[src/rtl/adh_pkg.sv]
`default_nettype none

package adh_pkg;

    localparam int FRACTION_BITS = 16;
    localparam longint ONE_L = longint'(1) << FRACTION_BITS;
    localparam logic signed [31:0] ONE = 32'(ONE_L);

    localparam logic signed [31:0] S32MAX = 32'sh7FFF_FFFF;
    localparam logic signed [31:0] S32MIN = 32'sh8000_0000;

    // 142.0, the sodium level at which osmotic drive reaches one
    localparam logic signed [32:0] SODIUM_TOP = 33'(142 * ONE_L);

    // exp approximation constants, Q30
    localparam logic [30:0] Q30   = 31'h4000_0000;
    localparam logic [30:0] LOG2B = 31'd1549092360;
    localparam logic [29:0] LN2   = 30'd744261118;
    localparam int HORNER_STEPS   = 8;

    // shared divider and multiplier widths
    localparam int DIV_W  = 66;
    localparam int MUL_W  = 34;
    localparam int PROD_W = 2 * MUL_W;

    localparam int QUEUE_DEPTH = 2;

    localparam int NUM_REGS  = 8;
    localparam int CFG_IDX_W = 3;

    typedef enum logic [CFG_IDX_W-1:0] {
        REG_SODIUM_REF   = 3'd0,
        REG_PRESSURE_UL  = 3'd1,
        REG_PRESSURE_GN  = 3'd2,
        REG_INV_TC       = 3'd3,
        REG_KIDNEY_LL    = 3'd4,
        REG_KIDNEY_UL    = 3'd5,
        REG_VASCULAR_LL  = 3'd6,
        REG_VASCULAR_UL  = 3'd7
    } cfg_index_t;

    localparam logic [31:0] RST_SODIUM_REF  = 32'(139 * ONE_L);
    localparam logic [31:0] RST_PRESSURE_UL = 32'(85 * ONE_L);
    localparam logic [31:0] RST_PRESSURE_GN = 32'((3 * ONE_L + 5) / 10);
    localparam logic [30:0] RST_INV_TC      = 31'(ONE_L);
    localparam logic [31:0] RST_KIDNEY_LL   = 32'((8 * ONE_L + 5) / 10);
    localparam logic [31:0] RST_KIDNEY_UL   = 32'(3 * ONE_L);
    localparam logic [31:0] RST_VASCULAR_LL = 32'((8 * ONE_L + 5) / 10);
    localparam logic [31:0] RST_VASCULAR_UL = 32'((14 * ONE_L + 5) / 10);

    typedef struct packed {
        logic signed [31:0] sodium_reference;
        logic signed [31:0] pressure_upper_limit;
        logic signed [31:0] pressure_gain;
        logic        [30:0] inverse_time_constant;
        logic signed [31:0] kidney_lower_limit;
        logic signed [31:0] kidney_upper_limit;
        logic signed [31:0] vascular_lower_limit;
        logic signed [31:0] vascular_upper_limit;
    } cfg_t;

    // one classified item as it waits for the back end
    typedef struct packed {
        logic signed [32:0] osm_num;
        logic        [31:0] deficit;
        logic signed [31:0] infusion;
        logic        [30:0] step;
    } job_t;

    typedef struct packed {
        logic                    start;
        logic signed [DIV_W-1:0] num;
        logic signed [DIV_W-1:0] den;
    } div_req_t;

    typedef struct packed {
        logic               busy;
        logic               done;
        logic signed [31:0] quotient;
        logic               sat;
    } div_rsp_t;

    // signed division by ONE, rounding toward zero
    function automatic logic signed [PROD_W-1:0] trunc_frac(
        input logic signed [PROD_W-1:0] p
    );
        logic signed [PROD_W-1:0] bias;
        bias = p[PROD_W-1] ? PROD_W'(ONE_L - 1) : '0;
        return (p + bias) >>> FRACTION_BITS;
    endfunction

endpackage

`default_nettype wire

[src/rtl/adh_queue.sv]
`default_nettype none

module adh_queue #(
    parameter int DEPTH = adh_pkg::QUEUE_DEPTH
) (
    input  logic          clk,
    input  logic          rst_n,
    input  logic          push,
    input  adh_pkg::job_t push_job,
    output logic          full,
    input  logic          pop,
    output adh_pkg::job_t pop_job,
    output logic          empty
);

    localparam int PTR_W = $clog2(DEPTH);
    localparam int CNT_W = $clog2(DEPTH + 1);

    adh_pkg::job_t entry_reg [DEPTH];
    logic [PTR_W-1:0] wr_ptr_reg, wr_ptr_next;
    logic [PTR_W-1:0] rd_ptr_reg, rd_ptr_next;
    logic [CNT_W-1:0] count_reg, count_next;

    assign full    = (count_reg == CNT_W'(DEPTH));
    assign empty   = (count_reg == '0);
    assign pop_job = entry_reg[rd_ptr_reg];

    always_comb
    begin
        wr_ptr_next = wr_ptr_reg;
        rd_ptr_next = rd_ptr_reg;
        count_next  = count_reg;
        if (push)
        begin
            wr_ptr_next = (wr_ptr_reg == PTR_W'(DEPTH - 1)) ? '0 : wr_ptr_reg + 1'b1;
        end
        if (pop)
        begin
            rd_ptr_next = (rd_ptr_reg == PTR_W'(DEPTH - 1)) ? '0 : rd_ptr_reg + 1'b1;
        end
        if (push && !pop)
        begin
            count_next = count_reg + 1'b1;
        end
        else if (pop && !push)
        begin
            count_next = count_reg - 1'b1;
        end
    end

    always_ff @(posedge clk or negedge rst_n)
    begin
        if (!rst_n)
        begin
            wr_ptr_reg <= '0;
            rd_ptr_reg <= '0;
            count_reg  <= '0;
        end
        else
        begin
            wr_ptr_reg <= wr_ptr_next;
            rd_ptr_reg <= rd_ptr_next;
            count_reg  <= count_next;
        end
    end

    always_ff @(posedge clk)
    begin
        if (push)
        begin
            entry_reg[wr_ptr_reg] <= push_job;
        end
    end

    a_no_overflow: assert property (@(posedge clk) disable iff (!rst_n) push |-> !full)
        else $error("queue written while full");
    a_no_underflow: assert property (@(posedge clk) disable iff (!rst_n) pop |-> !empty)
        else $error("queue read while empty");

endmodule

`default_nettype wire

[config.mk]
export PLATFORM = sky130hd
export DESIGN_NAME = adh_queue
export DESIGN_NICKNAME = d
export VERILOG_FILES = /design/src/rtl/adh_pkg.sv /design/src/rtl/adh_queue.sv
export SDC_FILE = /design/constraint.sdc
export NUM_CORES = 1
export LEC_CHECK = 0
export ABC_AREA = 1
export BUFFER_PORTS_ARGS = -buffer_cell sky130_fd_sc_hd__buf_4
export CAP_MARGIN = 20
export CORE_AREA = 2 2 158 160
export DETAILED_ROUTE_END_ITERATION = 8
export DIE_AREA = 0 0 160 162
export MAX_ROUTING_LAYER = met4
export PLACE_DENSITY = 0.69
export REMOVE_ABC_BUFFERS = 1
export SLEW_MARGIN = 25
export SYNTH_ARGS = -nofsm -noshare
export SYNTH_HDL_FRONTEND = slang
export SYNTH_SLANG_ARGS = --single-unit
[constraint.sdc]
create_clock -name clk -period 12.42 [get_ports clk]
set_clock_uncertainty 0.05 [all_clocks]
set_input_delay 3.726 -clock clk [delete_from_list [all_inputs] [get_ports clk]]
set_output_delay 3.726 -clock clk [all_outputs]
set_load 0.005 [all_outputs]
==> flow_summary.ini <==
[outcome]
status = finished, final reports clean

[layout]
antenna_cells = 0
area_delta_synth_final_pct = 32.7
nNetsFinal = 838
drive_above_1_share_pct = 58.8
finalInstanceArea_um2 = 12600
layout.cells.non_filler = 1050
largest_reg_flops = 256

[route]
drt-pass1-iter-count = 4
ant_nets = 0
wl_um = 18800
drc_errors = 0
vias = 4868
via_per_inst = 4.64
wire_per_inst_um = 17.9
drtIter0Drc = 249

[global_route]
grt_first_pass_wirelength_um = 28200
antenna_found_initial = 0
grt_overflow = 0
grt_usage_pct = 14.2
grt_pass1_vias = 5248
grt_max_degree = 129

[power]
irDropWorstVdd_mv = 0.145
power.density_nw_per_um2 = 217
p_leak_nw = 4.70

[placement]
dp_cells = 997
dp_slack_ns = 6.21
place_area_um2 = 11700
globalplace.congestion = 0.761
io_buffers = 261
hpwl_um = 12300

[timing]
setup_slack_ns = 5.70
worst-slew-pin-transition_ns = 0.961
period_share_pct = 54.1
final-hold-violation-count = 0
slew_headroom_pct = 35.9
post-route-min-period_ns = 6.72
rsz0062_at_grt = false
fin_hold_ws_ns = 0.469
final_max_slew_viol_count = 0
fmax_ghz = 0.149
fin_setup_tns_ns = 0
setup_viol = 0

[clocking]
cts_tree = yes
cts_resized = 0
cts_hold_buf = 0
cts_buffers = 29
clk_pin_slew_worst_paths_ns = 0.05
clk_path_buf_depth = 3
post_cts_buffers = 0
cts_max_level = 1
worst_skew_pair.late_latency_ns = 0.51
clock-sinks = 260
root_buffer = clkbuf_16

[yosys]
synth-seq-area-share_pct = 82.1
synth_area_um2 = 9490
synth_cells = 423
yosysWarnings = 0
synth_seq_cells = 260
syn_avg_cell_area_um2 = 22.4
yosysUniqueCellTypes = 13

[worst_setup_path]
cp-end-kind = output pin
crit_arrival_ns = 2.94
path_max_fanout = 73
required_ns = 8.64
critPathKind = flop to output pin
startpoint_type = flop

[floorplanning]
die_h_um = 162
die_w_um = 160
start_util_pct = 39.4
core_area_um2 = 24100
dieArea_um2 = 25900
rows = 57
boundaryPins = 262

[min_path]
hp-class = flop to flop

[job]
drv_cap = 0
-- where the power goes --
part | switching, mW | internal (mW) | leakage [nW]
registers | 0.0740 | 1.17 | 2.45
logic | 0.320 | 0.434 | 1.86
clock network | 0.311 | 0.426 | 0.390
-- final timing paths --
path	slack, ns	to	cells past startpoint	start
worst min-delay path	0.47	count_reg[1]	2	count_reg[1]
min in group asynchronous	2.94	count_reg[1]	1	rst_n
max in group asynchronous	9.26	rd_ptr_reg	1	rst_n
worst min register to register	0.47	count_reg[1]	2	count_reg[1]
worst max register to register	10.67	entry_reg[1][127]	2	wr_ptr_reg
worst max-delay path	5.70	pop_job[103]	3	rd_ptr_reg
-- cells in the final DEF, fill, tap and decap left out, drive strengths merged --
cell type,instances
nor2,3
ha,1
xor2,2
dfrtp,4
buf,265
nand4,1
mux2,128
nand3,1
clkbuf,40
clkinvlp,1
xnor2,1
nand2,5
edfxtp,256
inv,7
clkinv,11
-- final cells by class --
type                            instances  area [µm²]
Inverter                                7        33.8
Multi-Input combinational cell        142        1530
Timing Repair Buffer                  265        2010
Tap cell                              324         405
Clock buffer                           40         767
Clock inverter                         12        50.0
Sequential cell                       260        7790
Fill cell                            1958       11500
-- logic make-up after synthesis --
group,after synthesis,share of synthesized area [%]
XOR/XNOR,3,0.277
adder cells (fa/ha/maj),1,0.132
buffers and inverters,21,1.87
flip-flops,260,82.1
multiplexers,128,15.2
AND/OR/NAND/NOR,10,0.435
-- cells in the mapped netlist --
master	number	area share [%]
dfrtp_1	4	1.1
ha_1	1	0.13
buf_2	1	0.053
mux2_2	128	15
xor2_1	2	0.18
nand2_1	5	0.20
nand4_1	1	0.066
xnor2_1	1	0.092
buf_6	13	1.5
nand3_1	1	0.053
nor2_1	3	0.12
edfxtp_1	256	81
inv_1	7	0.28
-- routing by layer --
| metal | part of all wire (%) | track usage (%) |
|---|---|---|
| met5 | 0 | - |
| met4 | 2.4 | 4.42 |
| met3 | 7.3 | 3.47 |
| met2 | 51 | 24.5 |
| met1 | 39 | 16.5 |
-- through the flow --
stage          total power, mW  util, %
2_1_floorplan             1.65        -
3_3_place_gp              2.00     48.7
3_5_place_dp              2.02     48.7
4_1_cts                   2.77     52.1
5_1_grt                   2.86     52.2
6_report                  2.73     52.2
-- worst max-delay path: stages (launching register included) --
cell and delay, ns:
dfrtp_4 0.92, buf_4 0.84, mux2_2 0.44, buf_4 0.14
Note: power is estimated with default switching activity, not from simulation.
