--- src/rtl/adh_pkg.sv ---
`default_nettype none

package adh_pkg;

    localparam int FRACTION_BITS = 16;
    localparam longint ONE_L = longint'(1) << FRACTION_BITS;
    localparam logic signed [31:0] ONE = 32'(ONE_L);

    localparam logic signed [31:0] S32MAX = 32'sh7FFF_FFFF;
    localparam logic signed [31:0] S32MIN = 32'sh8000_0000;

    // 142.0, the sodium level at which osmotic drive reaches one
    localparam logic signed [32:0] SODIUM_TOP = 33'(142 * ONE_L);

    // exp approximation constants, Q30
    localparam logic [30:0] Q30   = 31'h4000_0000;
    localparam logic [30:0] LOG2B = 31'd1549092360;
    localparam logic [29:0] LN2   = 30'd744261118;
    localparam int HORNER_STEPS   = 8;

    // shared divider and multiplier widths
    localparam int DIV_W  = 66;
    localparam int MUL_W  = 34;
    localparam int PROD_W = 2 * MUL_W;

    localparam int QUEUE_DEPTH = 2;

    localparam int NUM_REGS  = 8;
    localparam int CFG_IDX_W = 3;

    typedef enum logic [CFG_IDX_W-1:0] {
        REG_SODIUM_REF   = 3'd0,
        REG_PRESSURE_UL  = 3'd1,
        REG_PRESSURE_GN  = 3'd2,
        REG_INV_TC       = 3'd3,
        REG_KIDNEY_LL    = 3'd4,
        REG_KIDNEY_UL    = 3'd5,
        REG_VASCULAR_LL  = 3'd6,
        REG_VASCULAR_UL  = 3'd7
    } cfg_index_t;

    localparam logic [31:0] RST_SODIUM_REF  = 32'(139 * ONE_L);
    localparam logic [31:0] RST_PRESSURE_UL = 32'(85 * ONE_L);
    localparam logic [31:0] RST_PRESSURE_GN = 32'((3 * ONE_L + 5) / 10);
    localparam logic [30:0] RST_INV_TC      = 31'(ONE_L);
    localparam logic [31:0] RST_KIDNEY_LL   = 32'((8 * ONE_L + 5) / 10);
    localparam logic [31:0] RST_KIDNEY_UL   = 32'(3 * ONE_L);
    localparam logic [31:0] RST_VASCULAR_LL = 32'((8 * ONE_L + 5) / 10);
    localparam logic [31:0] RST_VASCULAR_UL = 32'((14 * ONE_L + 5) / 10);

    typedef struct packed {
        logic signed [31:0] sodium_reference;
        logic signed [31:0] pressure_upper_limit;
        logic signed [31:0] pressure_gain;
        logic        [30:0] inverse_time_constant;
        logic signed [31:0] kidney_lower_limit;
        logic signed [31:0] kidney_upper_limit;
        logic signed [31:0] vascular_lower_limit;
        logic signed [31:0] vascular_upper_limit;
    } cfg_t;

    // one classified item as it waits for the back end
    typedef struct packed {
        logic signed [32:0] osm_num;
        logic        [31:0] deficit;
        logic signed [31:0] infusion;
        logic        [30:0] step;
    } job_t;

    typedef struct packed {
        logic                    start;
        logic signed [DIV_W-1:0] num;
        logic signed [DIV_W-1:0] den;
    } div_req_t;

    typedef struct packed {
        logic               busy;
        logic               done;
        logic signed [31:0] quotient;
        logic               sat;
    } div_rsp_t;

    // signed division by ONE, rounding toward zero
    function automatic logic signed [PROD_W-1:0] trunc_frac(
        input logic signed [PROD_W-1:0] p
    );
        logic signed [PROD_W-1:0] bias;
        bias = p[PROD_W-1] ? PROD_W'(ONE_L - 1) : '0;
        return (p + bias) >>> FRACTION_BITS;
    endfunction

endpackage

`default_nettype wire

--- src/rtl/adh_in_if.sv ---
`default_nettype none

interface adh_in_if;
    logic               valid;
    logic               ready;
    logic signed [31:0] sodium_level;
    logic signed [31:0] arterial_pressure;
    logic signed [31:0] infusion_rate;
    logic        [30:0] step_size;

    modport source (
        output valid, sodium_level, arterial_pressure, infusion_rate, step_size,
        input  ready
    );
    modport sink (
        input  valid, sodium_level, arterial_pressure, infusion_rate, step_size,
        output ready
    );
endinterface

`default_nettype wire

--- src/rtl/adh_front.sv ---
`default_nettype none

module adh_front (
    input  adh_pkg::cfg_t cfg,
    adh_in_if.sink        item,
    input  logic          full,
    output logic          push,
    output adh_pkg::job_t job
);

    logic signed [31:0] pressure_clamped;
    logic signed [32:0] deficit_w;

    assign item.ready = !full;
    assign push       = item.valid && !full;

    always_comb
    begin
        // hold pressure at the upper limit
        pressure_clamped = (item.arterial_pressure > cfg.pressure_upper_limit)
                         ? cfg.pressure_upper_limit : item.arterial_pressure;
        deficit_w = {cfg.pressure_upper_limit[31], cfg.pressure_upper_limit}
                  - {pressure_clamped[31], pressure_clamped};
        job.osm_num  = {item.sodium_level[31], item.sodium_level}
                     - {cfg.sodium_reference[31], cfg.sodium_reference};
        job.deficit  = deficit_w[31:0];
        job.infusion = item.infusion_rate;
        job.step     = item.step_size;
    end

endmodule

`default_nettype wire

--- src/flat_wrapper.sv ---
// flat-port wrapper written by rule: the top's interface ports become plain ports
module adh_front_flat 
  (cfg, full, push, job, item_valid, item_sodium_level, item_arterial_pressure, item_infusion_rate, item_step_size, item_ready);
  adh_in_if item_i ();
  input  adh_pkg::cfg_t cfg;
  input  logic full;
  output logic push;
  output adh_pkg::job_t job;
  input wire logic [$bits(item_i.valid)-1:0] item_valid;
  input wire logic [$bits(item_i.sodium_level)-1:0] item_sodium_level;
  input wire logic [$bits(item_i.arterial_pressure)-1:0] item_arterial_pressure;
  input wire logic [$bits(item_i.infusion_rate)-1:0] item_infusion_rate;
  input wire logic [$bits(item_i.step_size)-1:0] item_step_size;
  output wire logic [$bits(item_i.ready)-1:0] item_ready;
  assign item_i.valid = item_valid;
  assign item_i.sodium_level = item_sodium_level;
  assign item_i.arterial_pressure = item_arterial_pressure;
  assign item_i.infusion_rate = item_infusion_rate;
  assign item_i.step_size = item_step_size;
  assign item_ready = item_i.ready;
  adh_front u_core (.cfg(cfg), .item(item_i), .full(full), .push(push), .job(job));
endmodule
--- config.mk ---
export PLATFORM = sky130hd
export DESIGN_NAME = adh_front_flat
export DESIGN_NICKNAME = d
export VERILOG_FILES = /design/src/rtl/adh_pkg.sv /design/src/rtl/adh_in_if.sv /design/src/rtl/adh_front.sv /design/src/flat_wrapper.sv
export SDC_FILE = /design/constraint.sdc
export NUM_CORES = 1
export LEC_CHECK = 0
export BUFFER_PORTS_ARGS = -buffer_cell sky130_fd_sc_hd__buf_2
export CAP_MARGIN = 40
export CORE_AREA = 2 2 201 203
export DETAILED_ROUTE_END_ITERATION = 10
export DIE_AREA = 0 0 203 205
export PLACE_DENSITY = 0.41
export SYNTH_ARGS = -nofsm -noshare
export SYNTH_HDL_FRONTEND = slang
export SYNTH_SLANG_ARGS = --single-unit
--- constraint.sdc ---
create_clock -name vclk -period 7.9
set_input_delay 1.975 -clock vclk [all_inputs]
set_output_delay 1.975 -clock vclk [all_outputs]
set_load 0.02 [all_outputs]
==> results.json <==
{
  "outcome": "finished, violations left",
  "violations": "setup timing",
  "worstPathMaxFanout": 10,
  "ant_nets": 0,
  "finalNetCount": 1475,
  "endpoint_kind": "primary output",
  "syn-instance-count": 727,
  "wirelength_um": 19940,
  "tightest_slew_ps": 526.9,
  "fin_crit_sh_pct": 105.7,
  "postCtsHoldBufs": 0,
  "critPathMaxStageDelay_ps": 560,
  "yosysUniqueCellTypes": 65,
  "timing.slew.headroom_pct": 64.41,
  "start_util_pct": 13.02,
  "drv_cap": 0,
  "place_hpwl_um": 17870,
  "die_w_um": 203,
  "synth_area_per_cell_sq_um": 7.053,
  "io-pin-count": 514,
  "core_region_area_sq_um": 39370,
  "final_common_cell": "buf_2",
  "clkbuf_count": 0,
  "worst_slack_ps": -453.7,
  "yosysWarnings": 0,
  "regArea_sq_um": 0,
  "worstPathArrival_ps": 6380,
  "instances_no_fill": 1520,
  "rsz0062_at_grt": "true",
  "die_y_um": 205,
  "dieArea_sq_um": 41620,
  "grtUsageMet3_pct": 1.352,
  "worstPathRequired_ps": 5930,
  "vias": 5840,
  "syn_nets": 1208,
  "port_buffers": 197,
  "fillCellCount": 4494,
  "seq_cells": 0,
  "criticalPathCategory": "in2out",
  "via_per_inst": 3.842,
  "cp-startpoint": "cfg[215]",
  "setup_viol": 18,
  "grt_first_pass_wirelength_um": 30220,
  "grt_pass1_vias": 5683,
  "cp-start-kind": "input pin",
  "place.gp.congestion": 0.8007,
  "hold_viol": 0,
  "crit_chain": "buf_6 -> inv_1 -> ha_4 -> nand4_1 -> or4_4 -> o21a_1 -> mux2i_4 -> buf_8 -> mux2i_1 -> ha_1 -> a21o_1 -> a21o_1 -> buf_4 -> o22ai_1 -> o32a_1 -> o21ai_2 -> a21bo_2 -> mux2i_2 -> a2111oi_4 -> buf_4",
  "area_delta_synth_final_pct": 53.81,
  "grtUsageMet2_pct": 13.70,
  "drt_pass1_iterations": 4,
  "min_period_ps": 8354,
  "p_leak_nw": 4.027,
  "most-common-layout-cells": "buf_2 (172), buf_4 (158), inv_1 (82), ha_1 (82), a21oi_1 (62)",
  "grt.total_usage_pct": 8.997,
  "floorplan.rows": 73,
  "synth_area_sq_um": 5127,
  "worstHoldStart": "item_step_size[0]",
  "grt-ovfl-total": 0,
  "grt_busiest_layer": "met1",
  "max_freq_mhz": 119.7,
  "drt_iter0_markers": 206,
  "use_met1_pct": 13.82,
  "wire_per_inst_um": 13.12,
  "post-route-drc-count": 0,
  "seq_area_frac_synth_pct": 0,
  "layout-drive-gt1-share_pct": 42.44,
  "grt_start_max_net_pins": 12,
  "dp.cells": 1509,
  "min_path_type": "in2out",
  "maxSlewViolCount": 0,
  "antenna_found_initial": 5,
  "pre_cts_ws_ps": -860.5,
  "multi_input_area_sq_um": 4654,
  "final_util_pct": 20.03,
  "pwr_density_cell_nw_per_um2": 130.0,
  "peakVddDrop_mv": 0.06296,
  "slowest_stage": "or4_4"
}
==> power breakdown <==
part	leakage (nW)	internal (W)	switching (W)
combinational	4.03	0.000469	0.000556
sequential	0	0	0
clock	0.0000190	0.0000000000509	0
==> cell usage after synthesis (4+ instances only) <==
cell,number,area (sq um)
ha_1,95,1189
inv_1,87,326.6
a21oi_1,71,355.3
buf_4,66,495.5
nand2_1,46,172.7
o21ai_0,40,200.2
xnor2_1,35,306.5
mux2i_1,34,340.3
nor2_1,32,120.1
a21o_1,25,187.7
nand4_1,21,131.4
xor2_1,17,148.9
nand3_1,16,80.08
clkbuf_1,12,45.04
nor2b_1,11,68.82
o21a_1,10,75.07
nor3_1,8,40.04
and3_1,7,43.79
o21bai_1,7,52.55
o211ai_1,6,45.04
a211o_1,5,43.79
nand2b_1,5,31.28
a211oi_1,4,30.03
==> per-stage QoR <==
stage          area [sq um]  hold WS [ps]  setup TNS (ps)  total power, W
2_1_floorplan          5170          4027               0       0.0005953
3_3_place_gp           7316          3950          -11810       0.0009419
3_5_place_dp           7316          3950          -11750       0.0009424
4_1_cts                7612          3950           -7359       0.0009823
5_1_grt                7879          3950          -10190        0.001124
6_report               7886          3950           -5108        0.001025
==> path summary, 6_finish.rpt <==
path                  slack [ps]      end  cells after the start
worst max-delay path        -450  job[93]                     20
worst min-delay path        3950   job[0]                      0
==> area by class of cell <==
type                       count  share of cell area, %
antenna                        3                0.09519
inverter                      87                  4.173
tap                          525                  8.329
timing repair buffer         347                  28.38
multi-input combinational    558                  59.02
==> repair_timing <==
action	in CTS	in global routing
setup buffers	7	3
endpoints found under the setup margin	21	22
resized for setup	55	55
cloned	0	0
pin swaps	26	24
==> logic make-up after synthesis <==
family                     synth area share [%]
AOI/OAI and AO/OA                         26.43
buffers and inverters                     17.28
and+or+nand+nor                           16.37
adders and majority gates                 23.96
xor gates and xnor gates                  8.882
muxes                                     7.077
==> worst max-delay path: cells and delay by family <==
kind / cells / cell delay [ps]
adders and majority gates: 2 / 540
buffers and inverters: 5 / 690
and+or+nand+nor: 2 / 770
AOI/OAI and AO/OA: 8 / 1730
muxes: 3 / 660
==> per-layer routing <==
metal | wire length [um] | up-vias
met2 | 8472 | 115
met5 | 21 | -
met1 | 10340 | 2654
li1 | - | 3061
met3 | 1075 | 6
met4 | 39 | 4
No activity file was read; power rests on OpenSTA's default activity.
