**src/rtl/adh_pkg.sv**
```systemverilog
`default_nettype none

package adh_pkg;

    localparam int FRACTION_BITS = 16;
    localparam longint ONE_L = longint'(1) << FRACTION_BITS;
    localparam logic signed [31:0] ONE = 32'(ONE_L);

    localparam logic signed [31:0] S32MAX = 32'sh7FFF_FFFF;
    localparam logic signed [31:0] S32MIN = 32'sh8000_0000;

    // 142.0, the sodium level at which osmotic drive reaches one
    localparam logic signed [32:0] SODIUM_TOP = 33'(142 * ONE_L);

    // exp approximation constants, Q30
    localparam logic [30:0] Q30   = 31'h4000_0000;
    localparam logic [30:0] LOG2B = 31'd1549092360;
    localparam logic [29:0] LN2   = 30'd744261118;
    localparam int HORNER_STEPS   = 8;

    // shared divider and multiplier widths
    localparam int DIV_W  = 66;
    localparam int MUL_W  = 34;
    localparam int PROD_W = 2 * MUL_W;

    localparam int QUEUE_DEPTH = 2;

    localparam int NUM_REGS  = 8;
    localparam int CFG_IDX_W = 3;

    typedef enum logic [CFG_IDX_W-1:0] {
        REG_SODIUM_REF   = 3'd0,
        REG_PRESSURE_UL  = 3'd1,
        REG_PRESSURE_GN  = 3'd2,
        REG_INV_TC       = 3'd3,
        REG_KIDNEY_LL    = 3'd4,
        REG_KIDNEY_UL    = 3'd5,
        REG_VASCULAR_LL  = 3'd6,
        REG_VASCULAR_UL  = 3'd7
    } cfg_index_t;

    localparam logic [31:0] RST_SODIUM_REF  = 32'(139 * ONE_L);
    localparam logic [31:0] RST_PRESSURE_UL = 32'(85 * ONE_L);
    localparam logic [31:0] RST_PRESSURE_GN = 32'((3 * ONE_L + 5) / 10);
    localparam logic [30:0] RST_INV_TC      = 31'(ONE_L);
    localparam logic [31:0] RST_KIDNEY_LL   = 32'((8 * ONE_L + 5) / 10);
    localparam logic [31:0] RST_KIDNEY_UL   = 32'(3 * ONE_L);
    localparam logic [31:0] RST_VASCULAR_LL = 32'((8 * ONE_L + 5) / 10);
    localparam logic [31:0] RST_VASCULAR_UL = 32'((14 * ONE_L + 5) / 10);

    typedef struct packed {
        logic signed [31:0] sodium_reference;
        logic signed [31:0] pressure_upper_limit;
        logic signed [31:0] pressure_gain;
        logic        [30:0] inverse_time_constant;
        logic signed [31:0] kidney_lower_limit;
        logic signed [31:0] kidney_upper_limit;
        logic signed [31:0] vascular_lower_limit;
        logic signed [31:0] vascular_upper_limit;
    } cfg_t;

    // one classified item as it waits for the back end
    typedef struct packed {
        logic signed [32:0] osm_num;
        logic        [31:0] deficit;
        logic signed [31:0] infusion;
        logic        [30:0] step;
    } job_t;

    typedef struct packed {
        logic                    start;
        logic signed [DIV_W-1:0] num;
        logic signed [DIV_W-1:0] den;
    } div_req_t;

    typedef struct packed {
        logic               busy;
        logic               done;
        logic signed [31:0] quotient;
        logic               sat;
    } div_rsp_t;

    // signed division by ONE, rounding toward zero
    function automatic logic signed [PROD_W-1:0] trunc_frac(
        input logic signed [PROD_W-1:0] p
    );
        logic signed [PROD_W-1:0] bias;
        bias = p[PROD_W-1] ? PROD_W'(ONE_L - 1) : '0;
        return (p + bias) >>> FRACTION_BITS;
    endfunction

endpackage

`default_nettype wire

```
**src/rtl/adh_out_if.sv**
```systemverilog
`default_nettype none

interface adh_out_if;
    logic               valid;
    logic               ready;
    logic        [30:0] production_level;
    logic signed [31:0] smoothed_level;
    logic signed [31:0] kidney_multiplier;
    logic signed [31:0] vascular_multiplier;
    logic               saturated;

    modport source (
        output valid, production_level, smoothed_level, kidney_multiplier,
               vascular_multiplier, saturated,
        input  ready
    );
    modport sink (
        input  valid, production_level, smoothed_level, kidney_multiplier,
               vascular_multiplier, saturated,
        output ready
    );
endinterface

`default_nettype wire

```
**src/rtl/adh_back.sv**
```systemverilog
`default_nettype none

module adh_back (
    input  logic              clk,
    input  logic              rst_n,
    input  adh_pkg::cfg_t     cfg,
    input  logic              empty,
    input  adh_pkg::job_t     job,
    output logic              pop,
    output adh_pkg::div_req_t div_req,
    input  adh_pkg::div_rsp_t div_rsp,
    adh_out_if.source         result
);

    localparam int FB  = adh_pkg::FRACTION_BITS;
    localparam int DW  = adh_pkg::DIV_W;
    localparam int MW  = adh_pkg::MUL_W;
    localparam int PW  = adh_pkg::PROD_W;
    localparam int SQH = 32 - FB;
    localparam int XW  = 62 - FB;
    localparam logic [XW-1:0] X_LIMIT = XW'(longint'(32) << FB);
    localparam logic [FB:0]   FACTOR_ONE = (FB + 1)'(adh_pkg::ONE_L);

    typedef enum logic [23:0] {
        S_IDLE     = 24'h000001,
        S_OSM_DIV  = 24'h000002,
        S_OSM_WAIT = 24'h000004,
        S_SQ       = 24'h000008,
        S_PLO      = 24'h000010,
        S_PHI      = 24'h000020,
        S_DRV      = 24'h000040,
        S_SUM      = 24'h000080,
        S_X        = 24'h000100,
        S_Y        = 24'h000200,
        S_Z        = 24'h000400,
        S_ZS       = 24'h000800,
        S_HM       = 24'h001000,
        S_HD       = 24'h002000,
        S_HW       = 24'h004000,
        S_POW      = 24'h008000,
        S_SMOOTH   = 24'h010000,
        S_CONC     = 24'h020000,
        S_AD       = 24'h040000,
        S_AW       = 24'h080000,
        S_BM       = 24'h100000,
        S_BD       = 24'h200000,
        S_BW       = 24'h400000,
        S_OUT      = 24'h800000
    } state_t;

    state_t state_reg, state_next;

    adh_pkg::job_t      job_reg;
    logic signed [31:0] osm_reg;
    logic signed [PW-1:0] prod_reg;
    logic        [63:0] lo_reg;
    logic      [SQH-1:0] sqhi_reg;
    logic signed [31:0] drive_reg;
    logic        [30:0] level_reg;
    logic        [5:0]  n_reg;
    logic        [29:0] z_reg;
    logic        [30:0] t_reg;
    logic        [3:0]  k_reg;
    logic        [FB:0] factor_reg;
    logic signed [31:0] conc_reg;
    logic signed [31:0] a_reg;
    logic               sel_reg;
    logic signed [31:0] kid_reg;
    logic signed [31:0] vas_reg;
    logic               sat_reg;

    logic               out_valid_reg;
    logic        [30:0] out_level_reg;
    logic signed [31:0] out_smooth_reg;
    logic signed [31:0] out_kid_reg;
    logic signed [31:0] out_vas_reg;
    logic               out_sat_reg;

    logic signed [MW-1:0] ma, mb;
    logic signed [PW-1:0] prod_next;
    logic        [31:0] ag;
    logic        [95:0] full_w;
    logic        [95:0] m_w;
    logic signed [31:0] drive_w;
    logic               drive_sat;
    logic signed [33:0] sum_w;
    logic      [XW-1:0] x_w;
    logic        [35:0] y_w;
    logic        [30:0] power_w;
    logic        [30:0] one_minus;
    logic signed [33:0] diff_w;
    logic signed [32:0] cm_w;
    logic signed [PW-1:0] b_w;
    logic signed [PW-1:0] step_w;
    logic signed [31:0] lower, upper;
    logic signed [32:0] lower33, upper33;
    logic signed [32:0] m_mult;
    logic signed [31:0] mult_res;
    logic               mult_sat;
    logic               out_load;
    logic        [32:0] recip_w;

    function automatic logic signed [DW-1:0] scale_num(input logic signed [32:0] v);
        logic signed [DW-1:0] w;
        w = {{(DW-33){v[32]}}, v};
        return w <<< FB;
    endfunction

    // ceil(2^32 / k): multiply and take the top bits for an exact floor(v / k), v < 2^30
    function automatic logic [32:0] horner_recip(input logic [3:0] k);
        logic [32:0] r;
        case (k)
            4'd1:    r = 33'd4294967296;
            4'd2:    r = 33'd2147483648;
            4'd3:    r = 33'd1431655766;
            4'd4:    r = 33'd1073741824;
            4'd5:    r = 33'd858993460;
            4'd6:    r = 33'd715827883;
            4'd7:    r = 33'd613566757;
            4'd8:    r = 33'd536870912;
            default: r = '0;
        endcase
        return r;
    endfunction

    always_comb
    begin
        ag      = cfg.pressure_gain[31] ? 32'(-cfg.pressure_gain) : 32'(cfg.pressure_gain);
        lower   = sel_reg ? cfg.vascular_lower_limit : cfg.kidney_lower_limit;
        upper   = sel_reg ? cfg.vascular_upper_limit : cfg.kidney_upper_limit;
        lower33 = {lower[31], lower};
        upper33 = {upper[31], upper};
        recip_w = horner_recip(k_reg);

        full_w  = {prod_reg[63:0], 32'h0} + {32'h0, lo_reg};
        m_w     = full_w >> FB;
        drive_w   = 32'(m_w);
        drive_sat = 1'b0;
        if (!cfg.pressure_gain[31])
        begin
            if (m_w > 96'(adh_pkg::S32MAX))
            begin
                drive_w   = adh_pkg::S32MAX;
                drive_sat = 1'b1;
            end
        end
        else if (m_w > 96'h8000_0000)
        begin
            drive_w   = adh_pkg::S32MIN;
            drive_sat = 1'b1;
        end
        else
        begin
            drive_w = -(32'(m_w));
        end

        sum_w = {{2{osm_reg[31]}}, osm_reg} + {{2{drive_reg[31]}}, drive_reg}
              + {{2{job_reg.infusion[31]}}, job_reg.infusion};

        x_w = prod_reg[61:FB];
        y_w = prod_reg[FB+35:FB];

        power_w   = (n_reg >= 6'd31) ? '0 : (t_reg >> n_reg);
        one_minus = adh_pkg::Q30 - power_w;

        diff_w = {3'b000, level_reg} - {{2{conc_reg[31]}}, conc_reg};
        cm_w   = {conc_reg[31], conc_reg} - {1'b0, adh_pkg::ONE};
        b_w    = adh_pkg::trunc_frac(prod_reg) + PW'(adh_pkg::ONE);
        step_w = adh_pkg::trunc_frac(prod_reg);

        m_mult   = upper33 - {div_rsp.quotient[31], div_rsp.quotient};
        mult_sat = 1'b0;
        if (m_mult < lower33)
        begin
            mult_res = lower;
        end
        else if (m_mult > 33'sh0_7FFF_FFFF)
        begin
            mult_res = adh_pkg::S32MAX;
            mult_sat = 1'b1;
        end
        else
        begin
            mult_res = m_mult[31:0];
        end
    end

    // shared multiplier operand selection
    always_comb
    begin
        ma = '0;
        mb = '0;
        unique case (state_reg)
            S_SQ:
            begin
                ma = {2'b00, job_reg.deficit};
                mb = {2'b00, job_reg.deficit};
            end
            S_PLO:
            begin
                ma = {2'b00, prod_reg[FB+31:FB]};
                mb = {2'b00, ag};
            end
            S_PHI:
            begin
                ma = MW'(sqhi_reg);
                mb = {2'b00, ag};
            end
            S_X:
            begin
                ma = {3'b000, job_reg.step};
                mb = {3'b000, cfg.inverse_time_constant};
            end
            S_Y:
            begin
                ma = {4'b0000, x_w[29:0]};
                mb = {3'b000, adh_pkg::LOG2B};
            end
            S_Z:
            begin
                ma = {4'b0000, y_w[29:0]};
                mb = {4'b0000, adh_pkg::LN2};
            end
            S_HM:
            begin
                ma = {4'b0000, z_reg};
                mb = {3'b000, t_reg};
            end
            S_HD:
            begin
                ma = {4'b0000, prod_reg[59:30]};
                mb = {1'b0, recip_w};
            end
            S_SMOOTH:
            begin
                ma = diff_w;
                mb = MW'(factor_reg);
            end
            S_BM:
            begin
                ma = {{2{a_reg[31]}}, a_reg};
                mb = {cm_w[32], cm_w};
            end
            default:
            begin
                ma = '0;
                mb = '0;
            end
        endcase
        prod_next = ma * mb;
    end

    assign out_load = (state_reg == S_OUT) && (!out_valid_reg || result.ready);

    always_comb
    begin
        state_next    = state_reg;
        pop           = 1'b0;
        div_req.start = 1'b0;
        div_req.num   = '0;
        div_req.den   = '0;
        unique case (state_reg)
            S_IDLE:
            begin
                if (!empty)
                begin
                    pop        = 1'b1;
                    state_next = S_OSM_DIV;
                end
            end
            S_OSM_DIV:
            begin
                div_req.start = 1'b1;
                div_req.num   = scale_num(job_reg.osm_num);
                div_req.den   = DW'($signed(adh_pkg::SODIUM_TOP
                              - {cfg.sodium_reference[31], cfg.sodium_reference}));
                state_next    = S_OSM_WAIT;
            end
            S_OSM_WAIT: if (div_rsp.done) state_next = S_SQ;
            S_SQ:       state_next = S_PLO;
            S_PLO:      state_next = S_PHI;
            S_PHI:      state_next = S_DRV;
            S_DRV:      state_next = S_SUM;
            S_SUM:      state_next = S_X;
            S_X:        state_next = S_Y;
            S_Y:        state_next = (x_w >= X_LIMIT) ? S_SMOOTH : S_Z;
            S_Z:        state_next = S_ZS;
            S_ZS:       state_next = S_HM;
            S_HM:       state_next = S_HD;
            S_HD:       state_next = S_HW;
            S_HW:       state_next = (k_reg == 4'd1) ? S_POW : S_HM;
            S_POW:      state_next = S_SMOOTH;
            S_SMOOTH:   state_next = S_CONC;
            S_CONC:     state_next = S_AD;
            S_AD:
            begin
                div_req.start = 1'b1;
                div_req.num   = scale_num(lower33 - {1'b0, adh_pkg::ONE});
                div_req.den   = DW'(lower33 - upper33);
                state_next    = S_AW;
            end
            S_AW:       if (div_rsp.done) state_next = S_BM;
            S_BM:       state_next = S_BD;
            S_BD:
            begin
                div_req.start = 1'b1;
                div_req.num   = scale_num(upper33 - {1'b0, adh_pkg::ONE});
                div_req.den   = b_w[DW-1:0];
                state_next    = S_BW;
            end
            S_BW:
            begin
                if (div_rsp.done)
                begin
                    state_next = sel_reg ? S_OUT : S_AD;
                end
            end
            S_OUT:      if (out_load) state_next = S_IDLE;
            default:    state_next = S_IDLE;
        endcase
    end

    always_ff @(posedge clk or negedge rst_n)
    begin
        if (!rst_n)
        begin
            state_reg     <= S_IDLE;
            conc_reg      <= adh_pkg::ONE;
            out_valid_reg <= 1'b0;
        end
        else
        begin
            state_reg <= state_next;
            if (state_reg == S_CONC)
            begin
                conc_reg <= conc_reg + step_w[31:0];
            end
            if (out_load)
            begin
                out_valid_reg <= 1'b1;
            end
            else if (result.ready)
            begin
                out_valid_reg <= 1'b0;
            end
        end
    end

    always_ff @(posedge clk)
    begin
        prod_reg <= prod_next;
        case (state_reg)
            S_IDLE:
            begin
                job_reg <= job;
                sat_reg <= 1'b0;
            end
            S_OSM_WAIT:
            begin
                if (div_rsp.done)
                begin
                    osm_reg <= div_rsp.quotient[31] ? '0 : div_rsp.quotient;
                    sat_reg <= sat_reg | div_rsp.sat;
                end
            end
            S_PLO:      sqhi_reg <= prod_reg[63:FB+32];
            S_PHI:      lo_reg   <= prod_reg[63:0];
            S_DRV:
            begin
                drive_reg <= drive_w;
                sat_reg   <= sat_reg | drive_sat;
            end
            S_SUM:
            begin
                if (sum_w[33])
                begin
                    level_reg <= '0;
                end
                else if (sum_w > 34'sh0_7FFF_FFFF)
                begin
                    level_reg <= 31'h7FFF_FFFF;
                    sat_reg   <= 1'b1;
                end
                else
                begin
                    level_reg <= sum_w[30:0];
                end
            end
            S_Y:        if (x_w >= X_LIMIT) factor_reg <= FACTOR_ONE;
            S_Z:        n_reg <= y_w[35:30];
            S_ZS:
            begin
                z_reg <= prod_reg[59:30];
                t_reg <= adh_pkg::Q30;
                k_reg <= 4'(adh_pkg::HORNER_STEPS);
            end
            S_HW:
            begin
                t_reg <= adh_pkg::Q30 - {1'b0, prod_reg[61:32]};
                k_reg <= k_reg - 1'b1;
            end
            S_POW:      factor_reg <= one_minus[30:30-FB];
            S_CONC:     sel_reg <= 1'b0;
            S_AW:
            begin
                if (div_rsp.done)
                begin
                    a_reg   <= div_rsp.quotient;
                    sat_reg <= sat_reg | div_rsp.sat;
                end
            end
            S_BW:
            begin
                if (div_rsp.done)
                begin
                    sat_reg <= sat_reg | div_rsp.sat | mult_sat;
                    if (sel_reg)
                    begin
                        vas_reg <= mult_res;
                    end
                    else
                    begin
                        kid_reg <= mult_res;
                        sel_reg <= 1'b1;
                    end
                end
            end
            default:
            begin
            end
        endcase
        if (out_load)
        begin
            out_level_reg  <= level_reg;
            out_smooth_reg <= conc_reg;
            out_kid_reg    <= kid_reg;
            out_vas_reg    <= vas_reg;
            out_sat_reg    <= sat_reg;
        end
    end

    assign result.valid               = out_valid_reg;
    assign result.production_level    = out_level_reg;
    assign result.smoothed_level      = out_smooth_reg;
    assign result.kidney_multiplier   = out_kid_reg;
    assign result.vascular_multiplier = out_vas_reg;
    assign result.saturated           = out_sat_reg;

    a_factor_range: assert property (@(posedge clk) disable iff (!rst_n)
        (state_reg == S_SMOOTH) |-> (factor_reg <= FACTOR_ONE))
        else $error("smoothing factor above one");
    a_idle_divider: assert property (@(posedge clk) disable iff (!rst_n)
        (state_reg == S_IDLE) |-> !div_rsp.busy)
        else $error("divider busy between items");

endmodule

`default_nettype wire

```
**src/flat_wrapper.sv**
```systemverilog
// flat-port wrapper written by rule: the top's interface ports become plain ports
module adh_back_flat 
  (clk, rst_n, cfg, empty, job, pop, div_req, div_rsp, result_valid, result_production_level, result_smoothed_level, result_kidney_multiplier, result_vascular_multiplier, result_saturated, result_ready);
  adh_out_if result_i ();
  input  logic clk;
  input  logic rst_n;
  input  adh_pkg::cfg_t cfg;
  input  logic empty;
  input  adh_pkg::job_t job;
  output logic pop;
  output adh_pkg::div_req_t div_req;
  input  adh_pkg::div_rsp_t div_rsp;
  output wire logic [$bits(result_i.valid)-1:0] result_valid;
  output wire logic [$bits(result_i.production_level)-1:0] result_production_level;
  output wire logic [$bits(result_i.smoothed_level)-1:0] result_smoothed_level;
  output wire logic [$bits(result_i.kidney_multiplier)-1:0] result_kidney_multiplier;
  output wire logic [$bits(result_i.vascular_multiplier)-1:0] result_vascular_multiplier;
  output wire logic [$bits(result_i.saturated)-1:0] result_saturated;
  input wire logic [$bits(result_i.ready)-1:0] result_ready;
  assign result_valid = result_i.valid;
  assign result_production_level = result_i.production_level;
  assign result_smoothed_level = result_i.smoothed_level;
  assign result_kidney_multiplier = result_i.kidney_multiplier;
  assign result_vascular_multiplier = result_i.vascular_multiplier;
  assign result_saturated = result_i.saturated;
  assign result_i.ready = result_ready;
  adh_back u_core (.clk(clk), .rst_n(rst_n), .cfg(cfg), .empty(empty), .job(job), .pop(pop), .div_req(div_req), .div_rsp(div_rsp), .result(result_i));
endmodule
```
**config.mk**
```make
export PLATFORM = sky130hd
export DESIGN_NAME = adh_back_flat
export DESIGN_NICKNAME = d
export VERILOG_FILES = /design/src/rtl/adh_pkg.sv /design/src/rtl/adh_out_if.sv /design/src/rtl/adh_back.sv /design/src/flat_wrapper.sv
export SDC_FILE = /design/constraint.sdc
export NUM_CORES = 2
export LEC_CHECK = 0
export BUFFER_PORTS_ARGS = -buffer_cell sky130_fd_sc_hd__buf_2
export CAP_MARGIN = 20
export CORE_MARGIN = 5
export CORE_UTILIZATION = 55
export DETAILED_ROUTE_END_ITERATION = 8
export PLACE_DENSITY = 0.73
export SETUP_SLACK_MARGIN = 0.3
export SKIP_LAST_GASP = 1
export SYNTH_ARGS = -nofsm -noshare
export SYNTH_HDL_FRONTEND = slang
export SYNTH_SLANG_ARGS = --single-unit
```
**constraint.sdc**
```tcl
create_clock -name clk -period 13.95 [get_ports clk]
set_input_delay 2.79 -clock clk [delete_from_list [all_inputs] [get_ports clk]]
set_output_delay 2.79 -clock clk [all_outputs]
set_load 0.02 [all_outputs]
```
==> flow_metrics.tcl <==
set metrics [dict create \
    syn_area_per_cell_um2 9.34 \
    min-delay-start "u_core.kid_reg[2]" \
    stdcell_count 12300 \
    cts.sinks 738 \
    crit_type "in2reg" \
    io_pins 685 \
    cp_common_cell "fa_1" \
    htreeDepth 3 \
    synth_largest_area_cell "fa_1" \
    synth_fa_ha_area_share_pct 34.9 \
    rows 146 \
    cp.arrival_ns 13.96 \
    r2r_cells 43 \
    end_kind "register" \
    synth_cell_types 101 \
    fin_area_um2 98200 \
    fillers 13300 \
    dieArea_um2 168000 \
    final.setup.tns_ns 0 \
    drcViolationCount 0 \
    worstReg2RegStart "u_core.level_reg[0]" \
    ys_warn_count 0 \
    fin_skew_ns 0.0346 \
    yosys.area_share.simple_pct 14.5 \
    synth_edf_count 600 \
    final_nets 12200 \
    outcome "finished clean" \
    chipWidth_um 409 \
    synth_xor_area_share_pct 4.56 \
    synth_area_leaders "fa_1 28%, edfxtp_1 21%, ha_1 6.9%" \
    grt_pass1_wl_mm 531 \
    slew_headroom_pct 14.1 \
    synth_cells 9389 \
    cp-start-kind "input pin" \
    required_ns 14.52 \
    start_util_pct 55.4 \
    track_usage_pct 43.9 \
    io_buffers 635 \
    synth_top_family_by_area "adder cells" \
    ys_seq_area_share_pct 24.0 \
    setup_slack_ns 0.568 \
    finalHoldViolCount 0 \
    synthFlopType "edfxtp_1" \
    ant_nets 0 \
    drt_wl_total_mm 373 \
    viasPerCell 6.25 \
    avgRoutedWirePerCell_um 30.4 \
    hp-class "reg2reg" \
    hpwlAfterDp_mm 307 \
    cts_buffers 78 \
    reg2reg_to "u_core.prod_reg[60]" \
    maxCapViolCount 0 \
    gp_congestion 1.09 \
    ir_drop_uv 98.6 \
    post-route-period-util_pct 95.9 \
    die_h_um 409 \
    antenna_found_initial 47 \
    dpl.cell_count 12100 \
    grt_setup_unrepaired "no" \
    clk_pin_slew_ns 0.07 \
    r2r_setup_slack_ns 1.15 \
    worst_path_max_delay_cell "fa_1" \
    area_growth_pct 11.9 \
    crit_fanout 8 \
    vias 76500 \
    firstDrtPassIters 9 \
    powerDensity_nw_per_um2 66.6 \
    holdPathEnd "u_core.result.kidney_multiplier[2]" \
    period_minus_slack_ns 13.38 \
    hold_ws_ns 0.415 \
    synth_seq_cells 738 \
    overflow 0 \
    slowest_delay_ns 0.59 \
    drtIter0Drc 9411 \
    dp_slack_ns -0.457 \
    grt_max_degree 66 \
    drive_gt1_share_pct 13.4 \
    final_cell_mix "1592 x inv_1, 1225 x fa_1, 969 x nand2_1" \
    report.final.slew_viol_count 0 \
    setup_violations 0 \
    layout_commonest_cell "inv_1" \
    synth_top_area_share_pct 28.0 \
    synth_compound_area_share_pct 11.4 \
    tightestPinTransition_ns 1.29 \
    synth.area.mux_share_pct 1.53 \
    fmax_ghz 0.0747 \
    synthesis.area_um2 87700 \
    async_flop_share_pct 7.72 \
    leakagePower_nw 45.5 \
    cts_root_buf "clkbuf_16" \
    clkLatencyLatePin_ns 0.70 \
    largest_reg_flops 128 \
    core_area_um2 158000 \
    place_area_um2 95300 \
    clock_path_buffers 3 \
    grt_pass1_vias 77000 \
    hold_depth 0 \
    cts_tree "done" \
]
[layout make-up]
type | instances | area, µm² | area share, %
flip-flops and latches | 738 | 21100 | 21.5
inverters | 1599 | 6000 | 6.11
clock buffers | 97 | 2130 | 2.17
repair buffers | 1065 | 6640 | 6.77
clock inverters | 46 | 546 | 0.556
multi-input cells | 6608 | 59100 | 60.2
diodes | 29 | 72.6 | 0.0739
well taps | 2072 | 2590 | 2.64
[critical path, delay by kind of cell]
family	cells	cell delay (ns)
compound gates	9	1.79
xor+xnor	2	0.24
fa+ha+maj	9	4.43
buf+inv	12	1.21
simple gates	12	3.44
[Yosys cell counts (159+ instances only)]
master and count:
a21oi_1 409, xor2_1 184, nor3_1 159, inv_1 1593, o21ai_0 322, edfxtp_1 600
nand2_1 970, clkbuf_1 359, fa_1 1225, ha_1 486, nor2_1 934, xnor2_1 273
[stage by stage]
| step | total power, mW | util (%) |
|---|---|---|
| 3_5_place_dp | 4.28 | 60.2 |
| 5_1_grt | 6.72 | 61.9 |
| 6_report | 6.54 | 62.0 |
| 3_3_place_gp | 4.27 | 60.1 |
| 2_1_floorplan | 3.68 | - |
| 4_1_cts | 6.50 | 61.9 |
[cells by family after synthesis]
group	Yosys count
and+or+nand+nor	2802
buffers and inverters	2058
adders and majority gates	1711
AOI/OAI and AO/OA	1515
DFF	738
xor gates and xnor gates	457
muxes	107
other	1
[per-layer routing]
layer | vias up | global-route usage (%) | part of all wire, %
li1 | 32200 | - | -
met1 | 37900 | 51.8 | 34
met2 | 5065 | 67.9 | 44
met3 | 1294 | 13.7 | 12
met4 | 14 | 32.3 | 9.3
met5 | - | 0 | 0.022
[where the power goes]
group | total [mW] | internal (mW) | switching (mW) | leakage, nW
clock | 2.24 | 1.25 | 0.988 | 1.28
combinational | 1.48 | 0.466 | 1.01 | 37.2
sequential | 2.82 | 2.65 | 0.173 | 7.02
total | 6.54 | 4.37 | 2.17 | 45.5
[repair_timing]
| action | CTS | global route |
|---|---|---|
| hold buffers | 0 | 0 |
| pin swaps | 0 | 4 |
| endpoints found under the setup margin | 2 | 13 |
| gates resized for setup | 2 | 16 |
| setup buffers | 0 | 3 |
[worst max path at each step]
stage	from	to	slack [ns]	cells past startpoint
after global routing	cfg[161]	u_core.prod_reg[60]	0.29	44
after floorplan	cfg[161]	u_core.prod_reg[67]	0.61	40
after CTS	cfg[161]	u_core.prod_reg[67]	0.33	41
final	cfg[161]	u_core.prod_reg[60]	0.57	44
after global placement	cfg[161]	u_core.prod_reg[63]	-0.45	41
after detailed placement	cfg[161]	u_core.prod_reg[63]	-0.46	41
(Power assumes the default switching activity.)
